[config.mk]
export PLATFORM = sky130hd
export DESIGN_NAME = virtual_region_slot_allocator_flat
export DESIGN_NICKNAME = d
export VERILOG_FILES = /design/src/rtl/vrsa_pkg.sv /design/src/rtl/vrsa_if.sv /design/src/rtl/vrsa_cfg.sv /design/src/rtl/vrsa_slot_mem.sv /design/src/rtl/vrsa_ctrl.sv /design/src/rtl/virtual_region_slot_allocator.sv /design/src/flat_wrapper.sv
export SDC_FILE = /design/constraint.sdc
export NUM_CORES = 2
export LEC_CHECK = 0
export BUFFER_PORTS_ARGS = -buffer_cell sky130_fd_sc_hd__buf_4
export CAP_MARGIN = 20
export CORE_ASPECT_RATIO = 0.5
export CORE_UTILIZATION = 45
export CTS_CLUSTER_DIAMETER = 150
export DETAILED_ROUTE_END_ITERATION = 12
export GPL_TIMING_DRIVEN = 0
export RECOVER_POWER = 50
export SYNTH_ARGS = -nofsm -noshare
export SYNTH_HDL_FRONTEND = slang
export SYNTH_SLANG_ARGS = --single-unit
[constraint.sdc]
create_clock -name clk -period 17.1 [get_ports clk]
set_input_delay 0.855 -clock clk [delete_from_list [all_inputs] [get_ports clk]]
set_output_delay 0.855 -clock clk [all_outputs]
set_load 0.01 [all_outputs]
[src/rtl/vrsa_pkg.sv]
// ============================================================================
// vrsa_pkg
// Shared types and constants of the virtual region slot allocator.
// ============================================================================
package vrsa_pkg;

    // Configuration port
    localparam int CFG_AW = 5;
    localparam int CFG_DW = 32;
    localparam int SIZE_W = 23;

    localparam logic [2:0] REG_TOP   = 3'd0;
    localparam logic [2:0] REG_START = 3'd1;
    localparam logic [2:0] REG_BIG   = 3'd2;
    localparam logic [2:0] REG_MID   = 3'd3;
    localparam logic [2:0] REG_SMALL = 3'd4;

    localparam logic [31:0]       TOP_RESET   = 32'h4040_0000;
    localparam logic [31:0]       START_RESET = 32'h401B_0000;
    localparam logic [SIZE_W-1:0] BIG_RESET   = 23'h05_0000;
    localparam logic [SIZE_W-1:0] MID_RESET   = 23'h03_0000;
    localparam logic [SIZE_W-1:0] SMALL_RESET = 23'h02_0000;

    // Operation kinds
    localparam logic [1:0] KIND_REQUEST = 2'd0;
    localparam logic [1:0] KIND_RELEASE = 2'd1;
    localparam logic [1:0] KIND_LOOKUP  = 2'd2;
    localparam logic [1:0] KIND_NEXT    = 2'd3;

    // Result status codes
    localparam logic [2:0] ST_OK       = 3'd0;
    localparam logic [2:0] ST_NO_FREE  = 3'd1;
    localparam logic [2:0] ST_NOT_ALLOC = 3'd2;
    localparam logic [2:0] ST_INVALID  = 3'd3;
    localparam logic [2:0] ST_END      = 3'd4;

    // Slot size groups
    localparam logic [1:0] GRP_BIG   = 2'd0;
    localparam logic [1:0] GRP_MID   = 2'd1;
    localparam logic [1:0] GRP_SMALL = 2'd2;

    // Per-group slot counter (four bits wide, so it counts up to fifteen slots)
    localparam int GCNT_W = 4;

    typedef struct packed {
        logic [31:0]       top_address;
        logic [31:0]       start_address;
        logic [SIZE_W-1:0] big_slot_size;
        logic [SIZE_W-1:0] mid_slot_size;
        logic [SIZE_W-1:0] small_slot_size;
    } cfg_t;

    typedef struct packed {
        logic [31:0] base;
        logic [31:0] length;
        logic [31:0] used;
    } slot_entry_t;

endpackage

[src/rtl/vrsa_if.sv]
// ============================================================================
// vrsa_if
// Valid/ready channel interfaces for allocator operations and results.
// ============================================================================
interface vrsa_in_if;
    logic        valid;
    logic        ready;
    logic [1:0]  kind;
    logic [31:0] request_size;
    logic [31:0] address;
    logic [3:0]  slot_number;

    modport source (output valid, output kind, output request_size, output address,
                    output slot_number, input ready);
    modport sink   (input valid, input kind, input request_size, input address,
                    input slot_number, output ready);
endinterface

interface vrsa_out_if;
    logic        valid;
    logic        ready;
    logic [2:0]  status;
    logic [31:0] result_address;
    logic [3:0]  result_slot;

    modport source (output valid, output status, output result_address,
                    output result_slot, input ready);
    modport sink   (input valid, input status, input result_address,
                    input result_slot, output ready);
endinterface

[src/rtl/vrsa_cfg.sv]
// ============================================================================
// vrsa_cfg
// APB-style register file holding the layout configuration.
// ============================================================================
module vrsa_cfg (
    input  logic                        clk,
    input  logic                        rst_n,
    input  logic                        psel,
    input  logic                        penable,
    input  logic                        pwrite,
    input  logic [vrsa_pkg::CFG_AW-1:0] paddr,
    input  logic [vrsa_pkg::CFG_DW-1:0] pwdata,
    output logic [vrsa_pkg::CFG_DW-1:0] prdata,
    output logic                        pready,
    output vrsa_pkg::cfg_t              cfg
);
    import vrsa_pkg::*;

    cfg_t       cfg_reg;
    logic       wr_en;
    logic [2:0] idx;

    assign pready = 1'b1;
    assign wr_en  = psel && penable && pwrite;
    assign idx    = paddr[CFG_AW-1:2];
    assign cfg    = cfg_reg;

    always_ff @(posedge clk or negedge rst_n)
    begin
        if (!rst_n)
        begin
            cfg_reg.top_address     <= TOP_RESET;
            cfg_reg.start_address   <= START_RESET;
            cfg_reg.big_slot_size   <= BIG_RESET;
            cfg_reg.mid_slot_size   <= MID_RESET;
            cfg_reg.small_slot_size <= SMALL_RESET;
        end
        else if (wr_en)
        begin
            case (idx)
                REG_TOP:   cfg_reg.top_address     <= pwdata;
                REG_START: cfg_reg.start_address   <= pwdata;
                REG_BIG:   cfg_reg.big_slot_size   <= pwdata[SIZE_W-1:0];
                REG_MID:   cfg_reg.mid_slot_size   <= pwdata[SIZE_W-1:0];
                REG_SMALL: cfg_reg.small_slot_size <= pwdata[SIZE_W-1:0];
                default:   ;
            endcase
        end
    end

    always_comb
    begin
        case (idx)
            REG_TOP:   prdata = cfg_reg.top_address;
            REG_START: prdata = cfg_reg.start_address;
            REG_BIG:   prdata = {{(CFG_DW-SIZE_W){1'b0}}, cfg_reg.big_slot_size};
            REG_MID:   prdata = {{(CFG_DW-SIZE_W){1'b0}}, cfg_reg.mid_slot_size};
            REG_SMALL: prdata = {{(CFG_DW-SIZE_W){1'b0}}, cfg_reg.small_slot_size};
            default:   prdata = '0;
        endcase
    end

endmodule

[src/rtl/vrsa_slot_mem.sv]
// ============================================================================
// vrsa_slot_mem
// Slot table: one write port, one read port with registered read data.
// ============================================================================
module vrsa_slot_mem #(
    parameter int DEPTH = 10,
    parameter int IDXW  = 4
) (
    input  logic                  clk,
    input  logic                  wr_en,
    input  logic [IDXW-1:0]       wr_addr,
    input  vrsa_pkg::slot_entry_t wr_data,
    input  logic                  rd_en,
    input  logic [IDXW-1:0]       rd_addr,
    output vrsa_pkg::slot_entry_t rd_data
);
    import vrsa_pkg::*;

    slot_entry_t mem [DEPTH];
    slot_entry_t rd_data_reg;

    assign rd_data = rd_data_reg;

    always_ff @(posedge clk)
    begin
        if (wr_en)
        begin
            mem[wr_addr] <= wr_data;
        end
        if (rd_en)
        begin
            rd_data_reg <= mem[rd_addr];
        end
    end

endmodule

[src/rtl/vrsa_ctrl.sv]
// ============================================================================
// vrsa_ctrl
// Operation sequencer: layout build, slot table scan and next-page step.
// ============================================================================
module vrsa_ctrl #(
    parameter int BIG_SLOTS   = 2,
    parameter int MID_SLOTS   = 3,
    parameter int SMALL_SLOTS = 5,
    parameter int PAGE_BYTES  = 65536,
    parameter int TOTAL       = 10,
    parameter int IDXW        = 4,
    parameter int CNTW        = 4
) (
    input  logic                  clk,
    input  logic                  rst_n,
    input  vrsa_pkg::cfg_t        cfg,
    vrsa_in_if.sink               req,
    vrsa_out_if.source            rsp,
    output logic                  mem_wr_en,
    output logic [IDXW-1:0]       mem_wr_addr,
    output vrsa_pkg::slot_entry_t mem_wr_data,
    output logic                  mem_rd_en,
    output logic [IDXW-1:0]       mem_rd_addr,
    input  vrsa_pkg::slot_entry_t mem_rd_data
);
    import vrsa_pkg::*;

    localparam logic [31:0] PAGE32    = 32'(PAGE_BYTES);
    localparam logic [31:0] PAGE_MASK = ~(PAGE32 - 32'd1);
    localparam logic [GCNT_W-1:0] N_BIG   = GCNT_W'(BIG_SLOTS);
    localparam logic [GCNT_W-1:0] N_MID   = GCNT_W'(MID_SLOTS);
    localparam logic [GCNT_W-1:0] N_SMALL = GCNT_W'(SMALL_SLOTS);

    typedef enum logic [2:0] {
        S_IDLE,
        S_STEP,
        S_PLACE,
        S_SCAN,
        S_NRD,
        S_NCHK,
        S_DONE
    } state_t;

    state_t                  state_reg, state_next;
    logic [1:0]              kind_reg, kind_next;
    logic [31:0]             size_reg, size_next;
    logic [31:0]             addr_reg, addr_next;
    logic [3:0]              sn_reg, sn_next;
    logic [31:0]             walk_reg, walk_next;
    logic [31:0]             lowest_reg, lowest_next;
    logic [1:0]              grp_reg, grp_next;
    logic [GCNT_W-1:0]       k_reg, k_next;
    logic [2:0][GCNT_W-1:0]  cnt_reg, cnt_next;
    logic [CNTW-1:0]         count_reg, count_next;
    logic                    built_reg, built_next;
    logic [TOTAL-1:0]        taken_reg, taken_next;
    logic [CNTW-1:0]         rd_idx_reg, rd_idx_next;
    logic                    chk_valid_reg, chk_valid_next;
    logic [IDXW-1:0]         chk_idx_reg, chk_idx_next;
    logic [2:0]              res_status_reg, res_status_next;
    logic [31:0]             res_addr_reg, res_addr_next;
    logic [3:0]              res_slot_reg, res_slot_next;
    logic                    out_valid_reg, out_valid_next;
    logic [2:0]              out_status_reg, out_status_next;
    logic [31:0]             out_addr_reg, out_addr_next;
    logic [3:0]              out_slot_reg, out_slot_next;

    logic [GCNT_W-1:0] grp_n;
    logic [31:0]       grp_size;
    logic [31:0]       step_addr;
    logic              scan_hit;
    logic [31:0]       span_end;
    logic [31:0]       next_page;
    logic [31:0]       used_end;

    assign req.ready          = (state_reg == S_IDLE);
    assign rsp.valid          = out_valid_reg;
    assign rsp.status         = out_status_reg;
    assign rsp.result_address = out_addr_reg;
    assign rsp.result_slot    = out_slot_reg;

    always_comb
    begin
        case (grp_reg)
            GRP_BIG:
            begin
                grp_n    = N_BIG;
                grp_size = {{(32-SIZE_W){1'b0}}, cfg.big_slot_size};
            end
            GRP_MID:
            begin
                grp_n    = N_MID;
                grp_size = {{(32-SIZE_W){1'b0}}, cfg.mid_slot_size};
            end
            default:
            begin
                grp_n    = N_SMALL;
                grp_size = {{(32-SIZE_W){1'b0}}, cfg.small_slot_size};
            end
        endcase
    end

    assign step_addr = (walk_reg - grp_size) & PAGE_MASK;
    assign span_end  = mem_rd_data.base + mem_rd_data.length;
    assign next_page = addr_reg + PAGE32;
    assign used_end  = mem_rd_data.base + mem_rd_data.used;

    always_comb
    begin
        if (kind_reg == KIND_REQUEST)
        begin
            scan_hit = !taken_reg[chk_idx_reg] && (size_reg <= mem_rd_data.length);
        end
        else
        begin
            scan_hit = taken_reg[chk_idx_reg] && (mem_rd_data.base == addr_reg);
        end
    end

    always_comb
    begin
        state_next      = state_reg;
        kind_next       = kind_reg;
        size_next       = size_reg;
        addr_next       = addr_reg;
        sn_next         = sn_reg;
        walk_next       = walk_reg;
        lowest_next     = lowest_reg;
        grp_next        = grp_reg;
        k_next          = k_reg;
        cnt_next        = cnt_reg;
        count_next      = count_reg;
        built_next      = built_reg;
        taken_next      = taken_reg;
        rd_idx_next     = rd_idx_reg;
        chk_valid_next  = 1'b0;
        chk_idx_next    = chk_idx_reg;
        res_status_next = res_status_reg;
        res_addr_next   = res_addr_reg;
        res_slot_next   = res_slot_reg;
        mem_wr_en       = 1'b0;
        mem_wr_addr     = chk_idx_reg;
        mem_wr_data     = '0;
        mem_rd_en       = 1'b0;
        mem_rd_addr     = rd_idx_reg[IDXW-1:0];

        // Result register drains independently of the sequencer
        out_valid_next  = out_valid_reg && !rsp.ready;
        out_status_next = out_status_reg;
        out_addr_next   = out_addr_reg;
        out_slot_next   = out_slot_reg;

        case (state_reg)
            S_IDLE:
            begin
                if (req.valid)
                begin
                    kind_next   = req.kind;
                    size_next   = req.request_size;
                    addr_next   = req.address;
                    sn_next     = req.slot_number;
                    rd_idx_next = '0;
                    if (req.kind == KIND_REQUEST && !built_reg)
                    begin
                        walk_next   = cfg.top_address;
                        lowest_next = (cfg.start_address + 32'd1) & PAGE_MASK;
                        grp_next    = GRP_BIG;
                        k_next      = '0;
                        cnt_next    = '0;
                        state_next  = S_STEP;
                    end
                    else if (req.kind == KIND_NEXT)
                    begin
                        res_slot_next = req.slot_number;
                        res_addr_next = '0;
                        if (32'(req.slot_number) >= 32'(count_reg))
                        begin
                            res_status_next = ST_INVALID;
                            state_next      = S_DONE;
                        end
                        else
                        begin
                            state_next = S_NRD;
                        end
                    end
                    else
                    begin
                        state_next = S_SCAN;
                    end
                end
            end

            S_STEP:
            begin
                if (k_reg >= grp_n)
                begin
                    k_next = '0;
                    if (grp_reg == GRP_SMALL)
                    begin
                        count_next = '0;
                        state_next = S_PLACE;
                    end
                    else
                    begin
                        grp_next = grp_reg + 2'd1;
                    end
                end
                else if (step_addr < lowest_reg)
                begin
                    // Stop here: place from the lowest address reached
                    grp_next   = GRP_SMALL;
                    k_next     = '0;
                    count_next = '0;
                    state_next = S_PLACE;
                end
                else
                begin
                    walk_next          = step_addr;
                    cnt_next[grp_reg]  = k_reg + GCNT_W'(1);
                    k_next             = k_reg + GCNT_W'(1);
                end
            end

            S_PLACE:
            begin
                if (k_reg >= cnt_reg[grp_reg])
                begin
                    k_next = '0;
                    if (grp_reg == GRP_BIG)
                    begin
                        built_next = 1'b1;
                        state_next = S_SCAN;
                    end
                    else
                    begin
                        grp_next = grp_reg - 2'd1;
                    end
                end
                else
                begin
                    mem_wr_en          = 1'b1;
                    mem_wr_addr        = count_reg[IDXW-1:0];
                    mem_wr_data.base   = walk_reg;
                    mem_wr_data.length = grp_size;
                    mem_wr_data.used   = '0;
                    walk_next          = walk_reg + grp_size;
                    count_next         = count_reg + CNTW'(1);
                    k_next             = k_reg + GCNT_W'(1);
                end
            end

            S_SCAN:
            begin
                // One read issued per cycle; the entry read last cycle is checked
                if (chk_valid_reg && scan_hit)
                begin
                    res_status_next = ST_OK;
                    res_slot_next   = 4'(chk_idx_reg);
                    res_addr_next   = '0;
                    if (kind_reg == KIND_REQUEST)
                    begin
                        res_addr_next          = mem_rd_data.base;
                        taken_next[chk_idx_reg] = 1'b1;
                        mem_wr_en              = 1'b1;
                        mem_wr_addr            = chk_idx_reg;
                        mem_wr_data.base       = mem_rd_data.base;
                        mem_wr_data.length     = mem_rd_data.length;
                        mem_wr_data.used       = size_reg;
                    end
                    else if (kind_reg == KIND_RELEASE)
                    begin
                        taken_next[chk_idx_reg] = 1'b0;
                    end
                    state_next = S_DONE;
                end
                else if (rd_idx_reg < count_reg)
                begin
                    mem_rd_en      = 1'b1;
                    mem_rd_addr    = rd_idx_reg[IDXW-1:0];
                    chk_valid_next = 1'b1;
                    chk_idx_next   = rd_idx_reg[IDXW-1:0];
                    rd_idx_next    = rd_idx_reg + CNTW'(1);
                end
                else if (!chk_valid_reg || !scan_hit)
                begin
                    res_status_next = (kind_reg == KIND_REQUEST) ? ST_NO_FREE : ST_NOT_ALLOC;
                    res_slot_next   = '0;
                    res_addr_next   = '0;
                    state_next      = S_DONE;
                end
            end

            S_NRD:
            begin
                mem_rd_en   = 1'b1;
                mem_rd_addr = IDXW'(sn_reg);
                state_next  = S_NCHK;
            end

            S_NCHK:
            begin
                if (addr_reg < mem_rd_data.base || addr_reg >= span_end ||
                    next_page > span_end)
                begin
                    res_status_next = ST_INVALID;
                end
                else if (next_page >= used_end)
                begin
                    res_status_next = ST_END;
                end
                else
                begin
                    res_status_next = ST_OK;
                    res_addr_next   = next_page;
                end
                state_next = S_DONE;
            end

            S_DONE:
            begin
                if (!out_valid_reg || rsp.ready)
                begin
                    out_valid_next  = 1'b1;
                    out_status_next = res_status_reg;
                    out_addr_next   = res_addr_reg;
                    out_slot_next   = res_slot_reg;
                    state_next      = S_IDLE;
                end
            end

            default:
            begin
                state_next = S_IDLE;
            end
        endcase
    end

    always_ff @(posedge clk or negedge rst_n)
    begin
        if (!rst_n)
        begin
            state_reg     <= S_IDLE;
            count_reg     <= '0;
            built_reg     <= 1'b0;
            taken_reg     <= '0;
            chk_valid_reg <= 1'b0;
            out_valid_reg <= 1'b0;
            grp_reg       <= GRP_BIG;
            k_reg         <= '0;
            cnt_reg       <= '0;
            rd_idx_reg    <= '0;
        end
        else
        begin
            state_reg     <= state_next;
            count_reg     <= count_next;
            built_reg     <= built_next;
            taken_reg     <= taken_next;
            chk_valid_reg <= chk_valid_next;
            out_valid_reg <= out_valid_next;
            grp_reg       <= grp_next;
            k_reg         <= k_next;
            cnt_reg       <= cnt_next;
            rd_idx_reg    <= rd_idx_next;
        end
    end

    always_ff @(posedge clk)
    begin
        kind_reg       <= kind_next;
        size_reg       <= size_next;
        addr_reg       <= addr_next;
        sn_reg         <= sn_next;
        walk_reg       <= walk_next;
        lowest_reg     <= lowest_next;
        chk_idx_reg    <= chk_idx_next;
        res_status_reg <= res_status_next;
        res_addr_reg   <= res_addr_next;
        res_slot_reg   <= res_slot_next;
        out_status_reg <= out_status_next;
        out_addr_reg   <= out_addr_next;
        out_slot_reg   <= out_slot_next;
    end

endmodule

[src/rtl/virtual_region_slot_allocator.sv]
// ============================================================================
// virtual_region_slot_allocator
// Virtual address slot table with lazy layout build and APB configuration.
// ============================================================================
// One operation is handled at a time. The first slot request builds the
// layout: downward steps through each size group until the group is full
// or the descent stops, then the placement of each slot group by group, all
// through the sequencer. A request, release or lookup then scans the slot
// table memory at one entry per cycle; each entry passes the registered read
// of the table and the check, and the result goes to the result register. A
// next-address step reads the entry of its slot, checks it and registers the
// result. The next operation is taken as soon as the result is in the output
// register, even if it has not yet been transferred.
module virtual_region_slot_allocator #(
    parameter int BIG_SLOTS   = 2,
    parameter int MID_SLOTS   = 3,
    parameter int SMALL_SLOTS = 5,
    parameter int PAGE_BYTES  = 65536
) (
    input  logic                        clk,
    input  logic                        rst_n,
    input  logic                        psel,
    input  logic                        penable,
    input  logic                        pwrite,
    input  logic [vrsa_pkg::CFG_AW-1:0] paddr,
    input  logic [vrsa_pkg::CFG_DW-1:0] pwdata,
    output logic [vrsa_pkg::CFG_DW-1:0] prdata,
    output logic                        pready,
    vrsa_in_if.sink                     req,
    vrsa_out_if.source                  rsp
);
    import vrsa_pkg::*;

    localparam int TOTAL = (BIG_SLOTS + MID_SLOTS + SMALL_SLOTS > 0) ?
                           (BIG_SLOTS + MID_SLOTS + SMALL_SLOTS) : 1;
    localparam int IDXW  = (TOTAL > 1) ? $clog2(TOTAL) : 1;
    localparam int CNTW  = $clog2(TOTAL + 1);

    cfg_t            cfg;
    logic            mem_wr_en;
    logic [IDXW-1:0] mem_wr_addr;
    slot_entry_t     mem_wr_data;
    logic            mem_rd_en;
    logic [IDXW-1:0] mem_rd_addr;
    slot_entry_t     mem_rd_data;

    vrsa_cfg u_cfg (
        .clk     (clk),
        .rst_n   (rst_n),
        .psel    (psel),
        .penable (penable),
        .pwrite  (pwrite),
        .paddr   (paddr),
        .pwdata  (pwdata),
        .prdata  (prdata),
        .pready  (pready),
        .cfg     (cfg)
    );

    vrsa_slot_mem #(
        .DEPTH (TOTAL),
        .IDXW  (IDXW)
    ) u_mem (
        .clk     (clk),
        .wr_en   (mem_wr_en),
        .wr_addr (mem_wr_addr),
        .wr_data (mem_wr_data),
        .rd_en   (mem_rd_en),
        .rd_addr (mem_rd_addr),
        .rd_data (mem_rd_data)
    );

    vrsa_ctrl #(
        .BIG_SLOTS   (BIG_SLOTS),
        .MID_SLOTS   (MID_SLOTS),
        .SMALL_SLOTS (SMALL_SLOTS),
        .PAGE_BYTES  (PAGE_BYTES),
        .TOTAL       (TOTAL),
        .IDXW        (IDXW),
        .CNTW        (CNTW)
    ) u_ctrl (
        .clk         (clk),
        .rst_n       (rst_n),
        .cfg         (cfg),
        .req         (req),
        .rsp         (rsp),
        .mem_wr_en   (mem_wr_en),
        .mem_wr_addr (mem_wr_addr),
        .mem_wr_data (mem_wr_data),
        .mem_rd_en   (mem_rd_en),
        .mem_rd_addr (mem_rd_addr),
        .mem_rd_data (mem_rd_data)
    );

endmodule
[src/flat_wrapper.sv]
// flat-port wrapper written by rule: the top's interface ports become plain ports
module virtual_region_slot_allocator_flat import vrsa_pkg::*;
#(
    parameter int BIG_SLOTS   = 2,
    parameter int MID_SLOTS   = 3,
    parameter int SMALL_SLOTS = 5,
    parameter int PAGE_BYTES  = 65536
)
  (clk, rst_n, psel, penable, pwrite, paddr, pwdata, prdata, pready, req_valid, req_kind, req_request_size, req_address, req_slot_number, req_ready, rsp_valid, rsp_status, rsp_result_address, rsp_result_slot, rsp_ready);
  vrsa_in_if req_i ();
  vrsa_out_if rsp_i ();
  input  logic clk;
  input  logic rst_n;
  input  logic psel;
  input  logic penable;
  input  logic pwrite;
  input  logic [vrsa_pkg::CFG_AW-1:0] paddr;
  input  logic [vrsa_pkg::CFG_DW-1:0] pwdata;
  output logic [vrsa_pkg::CFG_DW-1:0] prdata;
  output logic pready;
  input wire logic [$bits(req_i.valid)-1:0] req_valid;
  input wire logic [$bits(req_i.kind)-1:0] req_kind;
  input wire logic [$bits(req_i.request_size)-1:0] req_request_size;
  input wire logic [$bits(req_i.address)-1:0] req_address;
  input wire logic [$bits(req_i.slot_number)-1:0] req_slot_number;
  output wire logic [$bits(req_i.ready)-1:0] req_ready;
  output wire logic [$bits(rsp_i.valid)-1:0] rsp_valid;
  output wire logic [$bits(rsp_i.status)-1:0] rsp_status;
  output wire logic [$bits(rsp_i.result_address)-1:0] rsp_result_address;
  output wire logic [$bits(rsp_i.result_slot)-1:0] rsp_result_slot;
  input wire logic [$bits(rsp_i.ready)-1:0] rsp_ready;
  assign req_i.valid = req_valid;
  assign req_i.kind = req_kind;
  assign req_i.request_size = req_request_size;
  assign req_i.address = req_address;
  assign req_i.slot_number = req_slot_number;
  assign req_ready = req_i.ready;
  assign rsp_valid = rsp_i.valid;
  assign rsp_status = rsp_i.status;
  assign rsp_result_address = rsp_i.result_address;
  assign rsp_result_slot = rsp_i.result_slot;
  assign rsp_i.ready = rsp_ready;
  virtual_region_slot_allocator #(.BIG_SLOTS(BIG_SLOTS), .MID_SLOTS(MID_SLOTS), .SMALL_SLOTS(SMALL_SLOTS), .PAGE_BYTES(PAGE_BYTES)) u_core (.clk(clk), .rst_n(rst_n), .psel(psel), .penable(penable), .pwrite(pwrite), .paddr(paddr), .pwdata(pwdata), .prdata(prdata), .pready(pready), .req(req_i), .rsp(rsp_i));
endmodule
# After elaboration in Yosys (flattened, before gate mapping)
# Memory sizes are Yosys's and may differ from the RTL's. A register that Yosys moved wholly into a read port is not among the register bits.
# Index checks and enable logic that the tools add are counted.
[word_totals] ff_bits=375 ram_bits=960 in_bits=114 output_inout_bits=74 wordCells=257 mem_count=1
[memory_table] name="u_core.u_mem.mem" depth=10 word_bits=96 read_ports=1 rd_ports_with_merged_regs=1 wr=1 line_no="vrsa_slot_mem.sv:19" text="slot_entry_t mem [DEPTH];"
[op_classes] addsub=11 order_cmp=14 n_eq_ne=36 muxes=110 n_bitwise=4 reduce_logical=51
[ops] operator="two-way mux 32 bit" n=14
[ops] operator="two-way mux 96 bit" n=3
[ops] operator="case mux 32 bit (3 select lines)" n=2
[ops] operator="case mux 96 bit (2 select lines)" n=1
[ops] operator="case mux 32 bit (5 select lines)" n=1
[ops] operator="adder 32 bit" n=3
[ops] operator="two-way mux 4 bit" n=23
[ops] operator="greater-or-equal comparator 32 bit" n=2
[ops] operator="< comparator 32 bit" n=2
[ops] operator="two-way mux 3 bit" n=21
[ops] operator="two-way mux 12 bit" n=4
[ops] operator="case mux 23 bit (2 select lines)" n=1
[ops] operator="adder 32 x 1 -> 32 bit (second input constant)" n=1
[ops] operator="adder 32 x 17 -> 32 bit (second input constant)" n=1
[ops] operator="== test 32 bit" n=1
[ops] operator="> comparator 32 bit" n=1
[ops] operator="less-or-equal comparator 32 bit" n=1
[ops] operator="subtractor 32 bit" n=1
[ops] operator="!= test 2 bit (second input constant)" n=13
[ops] operator="case mux 12 bit (2 select lines)" n=1
[ops] operator="case mux 4 bit (2 select lines)" n=3
[ops] operator="case mux 3 bit (7 select lines)" n=1
[ops] operator="two-way mux 10 bit" n=2
[ops] operator="two-way mux 2 bit" n=9
[ops] operator="other kinds (46)" n=114

# Depth between registers and ports, before layout
[depth] depth_word=11 mapped_depth=29

# Hierarchy
# Synthesis repeated with hierarchy kept, for this count alone.
[unflattened] hier_cells=4547 area_unflattened_um2=66777.8
[modules_own_cells] module="vrsa_slot_mem" n_inst=1 cells_per_inst=2057 area_each_um2=40577.7 seq_area_each_um2=31710.4
[modules_own_cells] module="vrsa_ctrl" n_inst=1 cells_per_inst=2066 area_each_um2=20066.7 seq_area_each_um2=7056.8
[modules_own_cells] module="vrsa_cfg" n_inst=1 cells_per_inst=424 area_each_um2=6133.4 seq_area_each_um2=3343.2

# Worst setup path after synthesis
# No wires, ideal clock.
[synth_path] path_type="register to register" from="reg u_core.u_mem.rd_data[65] (netlist name)" to="reg u_core.u_ctrl.res_addr_reg[0], enable pin" arrival_ps=6634 required_time_ps=16632 path_slack_ps=9998 stages_incl_launch_ff=22 synth_period_minus_slack_ps=7102 path_cell_list="edfxtp_1 > ha_1 > a211oi_2 > o21ai_1 > and3_1 > o21ai_0 > o21ai_1 > a41oi_2 > o31ai_1 > o31ai_1 > or4b_1 > o311a_1 > ha_1 > a21o_1 > a21o_1 > a21oi_1 > o21ai_0 > o21ai_0 > a31oi_1 > nor4_1 > nor2_1 > nor3b_1"
[synth_via] elab_chain_len=7 elab_cells_between_ends=19 classes_between="2 x add/sub; 4 x order compare; 5 x eq/ne; 1 x mux; 7 x reduce/logical"
[synth_rtl] element="parallel branches: the longest is 6 deep, another holds adder 32 bit"
[synth_rtl] element="AND reduction 8 bit (no source line) *"
[synth_rtl] element="end signal, assigned" line_no="vrsa_ctrl.sv:378" text="res_addr_reg <= res_addr_next;"
[synth_rtl] element="end, declared" line_no="vrsa_ctrl.sv:61" text="logic [31:0] res_addr_reg, res_addr_next;"
# Every way passes the cells marked *.
# A chain may end at the register's enable or synchronous reset.

# Final worst setup path
[layout_path] from="reg u_core.u_mem.rd_data[43] (netlist name)" to="reg u_core.u_mem.rd_data[9] (netlist name)"
[layout_via] elab_chain_len=6
[layout_rtl] element="less-or-equal comparator 32 bit" line_no="vrsa_ctrl.sv:112" text="scan_hit = !taken_reg[chk_idx_reg] && (size_reg <= mem_rd_data.length);"
[layout_rtl] element="logical AND 1 bit" line_no="vrsa_ctrl.sv:112"
[layout_rtl] element="two-way mux 1 bit" line_no="vrsa_ctrl.sv:110" text="if (kind_reg == KIND_REQUEST)"
[layout_rtl] element="logical AND 1 bit" line_no="vrsa_ctrl.sv:255" text="if (chk_valid_reg && scan_hit)"
[layout_rtl] element="two-way mux 1 bit" line_no="vrsa_ctrl.sv:255"
[layout_rtl] element="case mux 1 bit (2 select lines)" line_no="vrsa_ctrl.sv:153" text="case (state_reg)"
[layout_rtl] element="net u_core.mem_rd_en" line_no="virtual_region_slot_allocator.sv:43" text="logic mem_rd_en;"
# The timed path passes the listed nets, and every way through them passes these cells.

==> summary.txt <==
================================================================================
Status ............................................................ finished with violations
Violations in the final reports ................................... max-capacitance violations, max-slew violations
RSZ-0062 raised after global routing ..............................           no
Crit path arrival time ............................................     11.91 ns
Final Wtd Congestion ..............................................        0.907
Clock skew after layout ...........................................    0.0351 ns
Critical Setup Path Class ......................................... register to register
Critical path data required time ..................................     17.40 ns
Placeable core region .............................................  144,000 um2
Count of different cell masters after synthesis ...................           92
Count of endpoints failing hold in the final timing report ........            0
Kind of start point of the critical path ..........................     register
R2R Path Start .................................................... u_core.u_mem.rd_data[43]
Length of the first detailed-routing pass in iterations ...........            6
Period minus WS final .............................................     11.61 ns
Startpoint of the most critical hold path ......................... req_address[4]
Number of stages on the worst hold path ...........................            1
Crit-path cells ................................................... inv_1 -> ha_1 -> nand4_1 -> a211oi_1 -> a211oi_1 -> o21ai_0 -> a21oi_2 -> a311oi_1 -> or2_0 -> clkbuf_1 -> clkbuf_1
Share of the clock period used by the worst path ..................        67.9%
Sequential fraction of design power ...............................        36.7%
Critical path's largest stage delay ...............................      2.54 ns
Prevailing post-synth register cell ...............................     edfxtp_1
Type of destination of the critical path ..........................     register
Count of synthesis-stage warnings from yosys ......................            0
Reg-to-reg endpoint ............................................... u_core.u_mem.rd_data[9]
Count of buffers from port buffering ..............................          183
Clock buffer count from CTS .......................................          133
Number of remaining DRC errors ....................................            0
Worst hold margin .................................................     0.262 ns
Top-level I/O count ...............................................          188
Worst Reg-to-Reg Cells ............................................           11
Net count reported at finish ......................................        5,121
Layout overhead on the synthesized area ...........................        13.7%
Number of synthesized flops with an enable pin ....................        1,256
Largest delay contributor family on the critical path ............. buffers and inverters
Avg WL per Cell ...................................................      28.8 um
Register area share after synthesis ...............................        64.2%
Synth async-reset ratio ...........................................        12.2%
Maxcap violations .................................................           13
Clock network fraction of total power .............................        20.0%
CTS root buf ......................................................    clkbuf_16
Post-route setup TNS ..............................................         0 ns
First-iteration detailed-routing DRC count ........................        4,898
Number of antenna violations at the first check in global routing .            9
Post-synthesis cell count .........................................        4,319
Global-route wire length before repair ............................   280,000 um
Post-Route Utilization ............................................        51.9%
Clock-pin transition on the worst setup and hold timing paths .....      0.07 ns
CTS H-tree lvls ...................................................            4
Worst vdd rail ir drop ............................................     0.129 mV
Total internal power ..............................................    0.00896 W
Site Rows .........................................................           98
Die outline height ................................................       272 um
Total power draw ..................................................     0.0150 W
FILL cells ........................................................       12,000
Effective utilization at floorplan ................................        45.6%
Clock network latency to the later pin of the worst-skew pair .....      0.79 ns
Dpl hpwl ..........................................................   140,000 um
Total congestion overflow after global routing ....................            0
Net switching fraction of the power ...............................        40.4%
Number of vias in the routed layout ...............................       40,900
Post-Syn Nets .....................................................        4,726
Die Width .........................................................       542 um
Classification of the worst-slack hold path ....................... primary input to register
Static leakage ....................................................      27.9 nW
Avg Cell Area, Syn ................................................     15.2 um2
Fraction of power consumed by combinational cells .................        43.3%
Buffering stage count on the worst path with inverters included ...            3
Syn Std Cell Area .................................................   65,600 um2
Sw Pwr ............................................................    0.00607 W
Maximum clock rate ................................................     86.1 MHz
Fraction of final layout cells with drive strength greater than 1 .        16.2%
Post-synthesis sequential element count ...........................        1,431
Cell with the biggest individual delay on the critical path .......     clkbuf_1
Max reg flops .....................................................          960
Remaining antenna violation count after routing ...................            0
CTS tree ..........................................................          yes
Max-Slew Margin vs Limit ..........................................        -299%
Reg-to-reg slack, setup ...........................................      5.49 ns
Count of final max-slew check failures ............................          431
Clock Sinks .......................................................        1,431
Multi-input gate area .............................................   22,100 um2
Worst Hold Endpoint ............................................... u_core.u_ctrl.addr_reg[4]
Total Routed Length ...............................................   195,000 um
Clock buffer depth ................................................            3
Vias in the first global route ....................................       40,200
Power density relative to cell area ...............................   201 nW/um2
Number of failing setup endpoints in the final timing report ......            0
DIE AREA ..........................................................  147,000 um2
DR vias/cell ......................................................         6.05
Overall fraction of global-route tracks in use ....................        26.5%
Slew at the pin with the worst max-slew slack .....................      5.98 ns
Maximum number of pins on one net before global-route repair ......          114
Maximum net fanout on the critical path ...........................           47
Area taken by flip-flops and latches ..............................   42,100 um2
================================================================================
## repair_timing
item | CTS | global route
buffers inserted | 0 | 0
hold endpoints to repair | 33 | 0
resized for setup | 0 | 0
hold buffers | 1 | 0
## area by class of cell
class,count,area share [%]
flip-flops and latches,1431,56.5
multi-input cells,2522,29.6
clock buffers,159,4.63
well taps,1950,3.27
repair buffers,260,2.99
clock inverters,79,1.13
plain buffers,201,1.06
inverters,165,0.832
diodes,1,0.00336
## logic make-up (layout without fill, tap and decap cells)
group           Yosys count  after routing  synth area share, %
buf+inv                 366            864                 2.19
simple gates            725            725                 5.66
fa+ha+maj               293            293                 5.62
compound gates          893            893                 9.21
other cells               1              2              0.00572
xor+xnor                120            120                 1.60
mux                     490            490                 11.5
flops                  1431           1431                 64.2
## worst max-delay path by stage
stage          slack [ns]                      from  cells past startpoint                       endpoint
6_report             5.49  u_core.u_mem.rd_data[43]                     11        u_core.u_mem.rd_data[9]
5_1_grt              5.22  u_core.u_mem.rd_data[43]                     11        u_core.u_mem.rd_data[8]
4_1_cts              9.16  u_core.u_ctrl.grp_reg[1]                     26       u_core.u_ctrl.grp_reg[1]
3_5_place_dp         9.23  u_core.u_ctrl.grp_reg[1]                     26       u_core.u_ctrl.grp_reg[1]
3_3_place_gp         2.48  u_core.u_mem.rd_data[45]                     14         u_core.u_mem.mem[1][8]
2_1_floorplan        10.0  u_core.u_mem.rd_data[65]                     21  u_core.u_ctrl.res_addr_reg[0]
## power groups by stage
stage / clock, W / sequential [W] / combinational (W)
6_report: 0.00301 / 0.00551 / 0.00650
5_1_grt: 0.00319 / 0.00553 / 0.00710
4_1_cts: 0.00305 / 0.00547 / 0.00653
3_5_place_dp: 0 / 0.00553 / 0.00649
3_3_place_gp: 0 / 0.00565 / 0.00617
2_1_floorplan: 0 / 0.00513 / 0.00440
## Yosys cell counts, types with 20 or more instances
cell type	instances	area, um2
edfxtp_1	1256	37700
ha_1	290	3630
a21oi_1	233	1170
mux4_2	194	4370
nand2_1	171	642
mux2_2	165	1860
dfrtp_1	163	4080
inv_1	163	612
nor2_1	137	514
clkbuf_1	134	503
mux2i_1	131	1310
o21ai_0	128	641
nor2b_1	116	726
a211oi_1	111	833
a21o_1	109	818
a22o_1	86	753
xor2_1	62	543
xnor2_1	58	508
nand3_1	56	280
nand4_1	53	332
a22oi_1	49	368
and2_1	49	307
buf_2	46	230
nor3_1	42	210
o22ai_1	26	163
nand2b_1	24	150
and3_1	20	125
buf_1	20	75.1
## placed cells by master (no fill, tap or decap), types with 63 or more instances in the layout
cell type     n
nand2_1     171
clkbuf_4     63
mux4_2      194
dfrtp_1     163
a22o_1       86
nor2b_1     116
a211oi_1    111
mux2i_1     130
mux2_2      164
ha_1        290
clkbuf_16   133
a21oi_1     232
a21o_1      109
nor2_1      131
inv_1       162
edfxtp_1   1256
clkbuf_1    285
o21ai_0     129
## per-stage QoR
stage,cells,area (um2),worst slack (ns)
final,6768,74600,5.49
after global routing,6767,74600,5.22
after CTS,6756,75200,9.16
after detailed placement,6517,70800,9.23
after global placement,6452,69400,2.48
after floorplan,4319,65600,10.0
## routing by layer
| layer | part of all wire [%] | GRT usage, % | up-vias |
|---|---|---|---|
| met3 | 8.8 | 4.85 | 259 |
| met2 | 45 | 39.9 | 1707 |
| met4 | 2.5 | 7.17 | 2 |
| met5 | 0.0046 | 0 | - |
| met1 | 44 | 39.3 | 21300 |
| li1 | - | - | 17700 |
No activity file was read; power rests on OpenSTA's default activity.
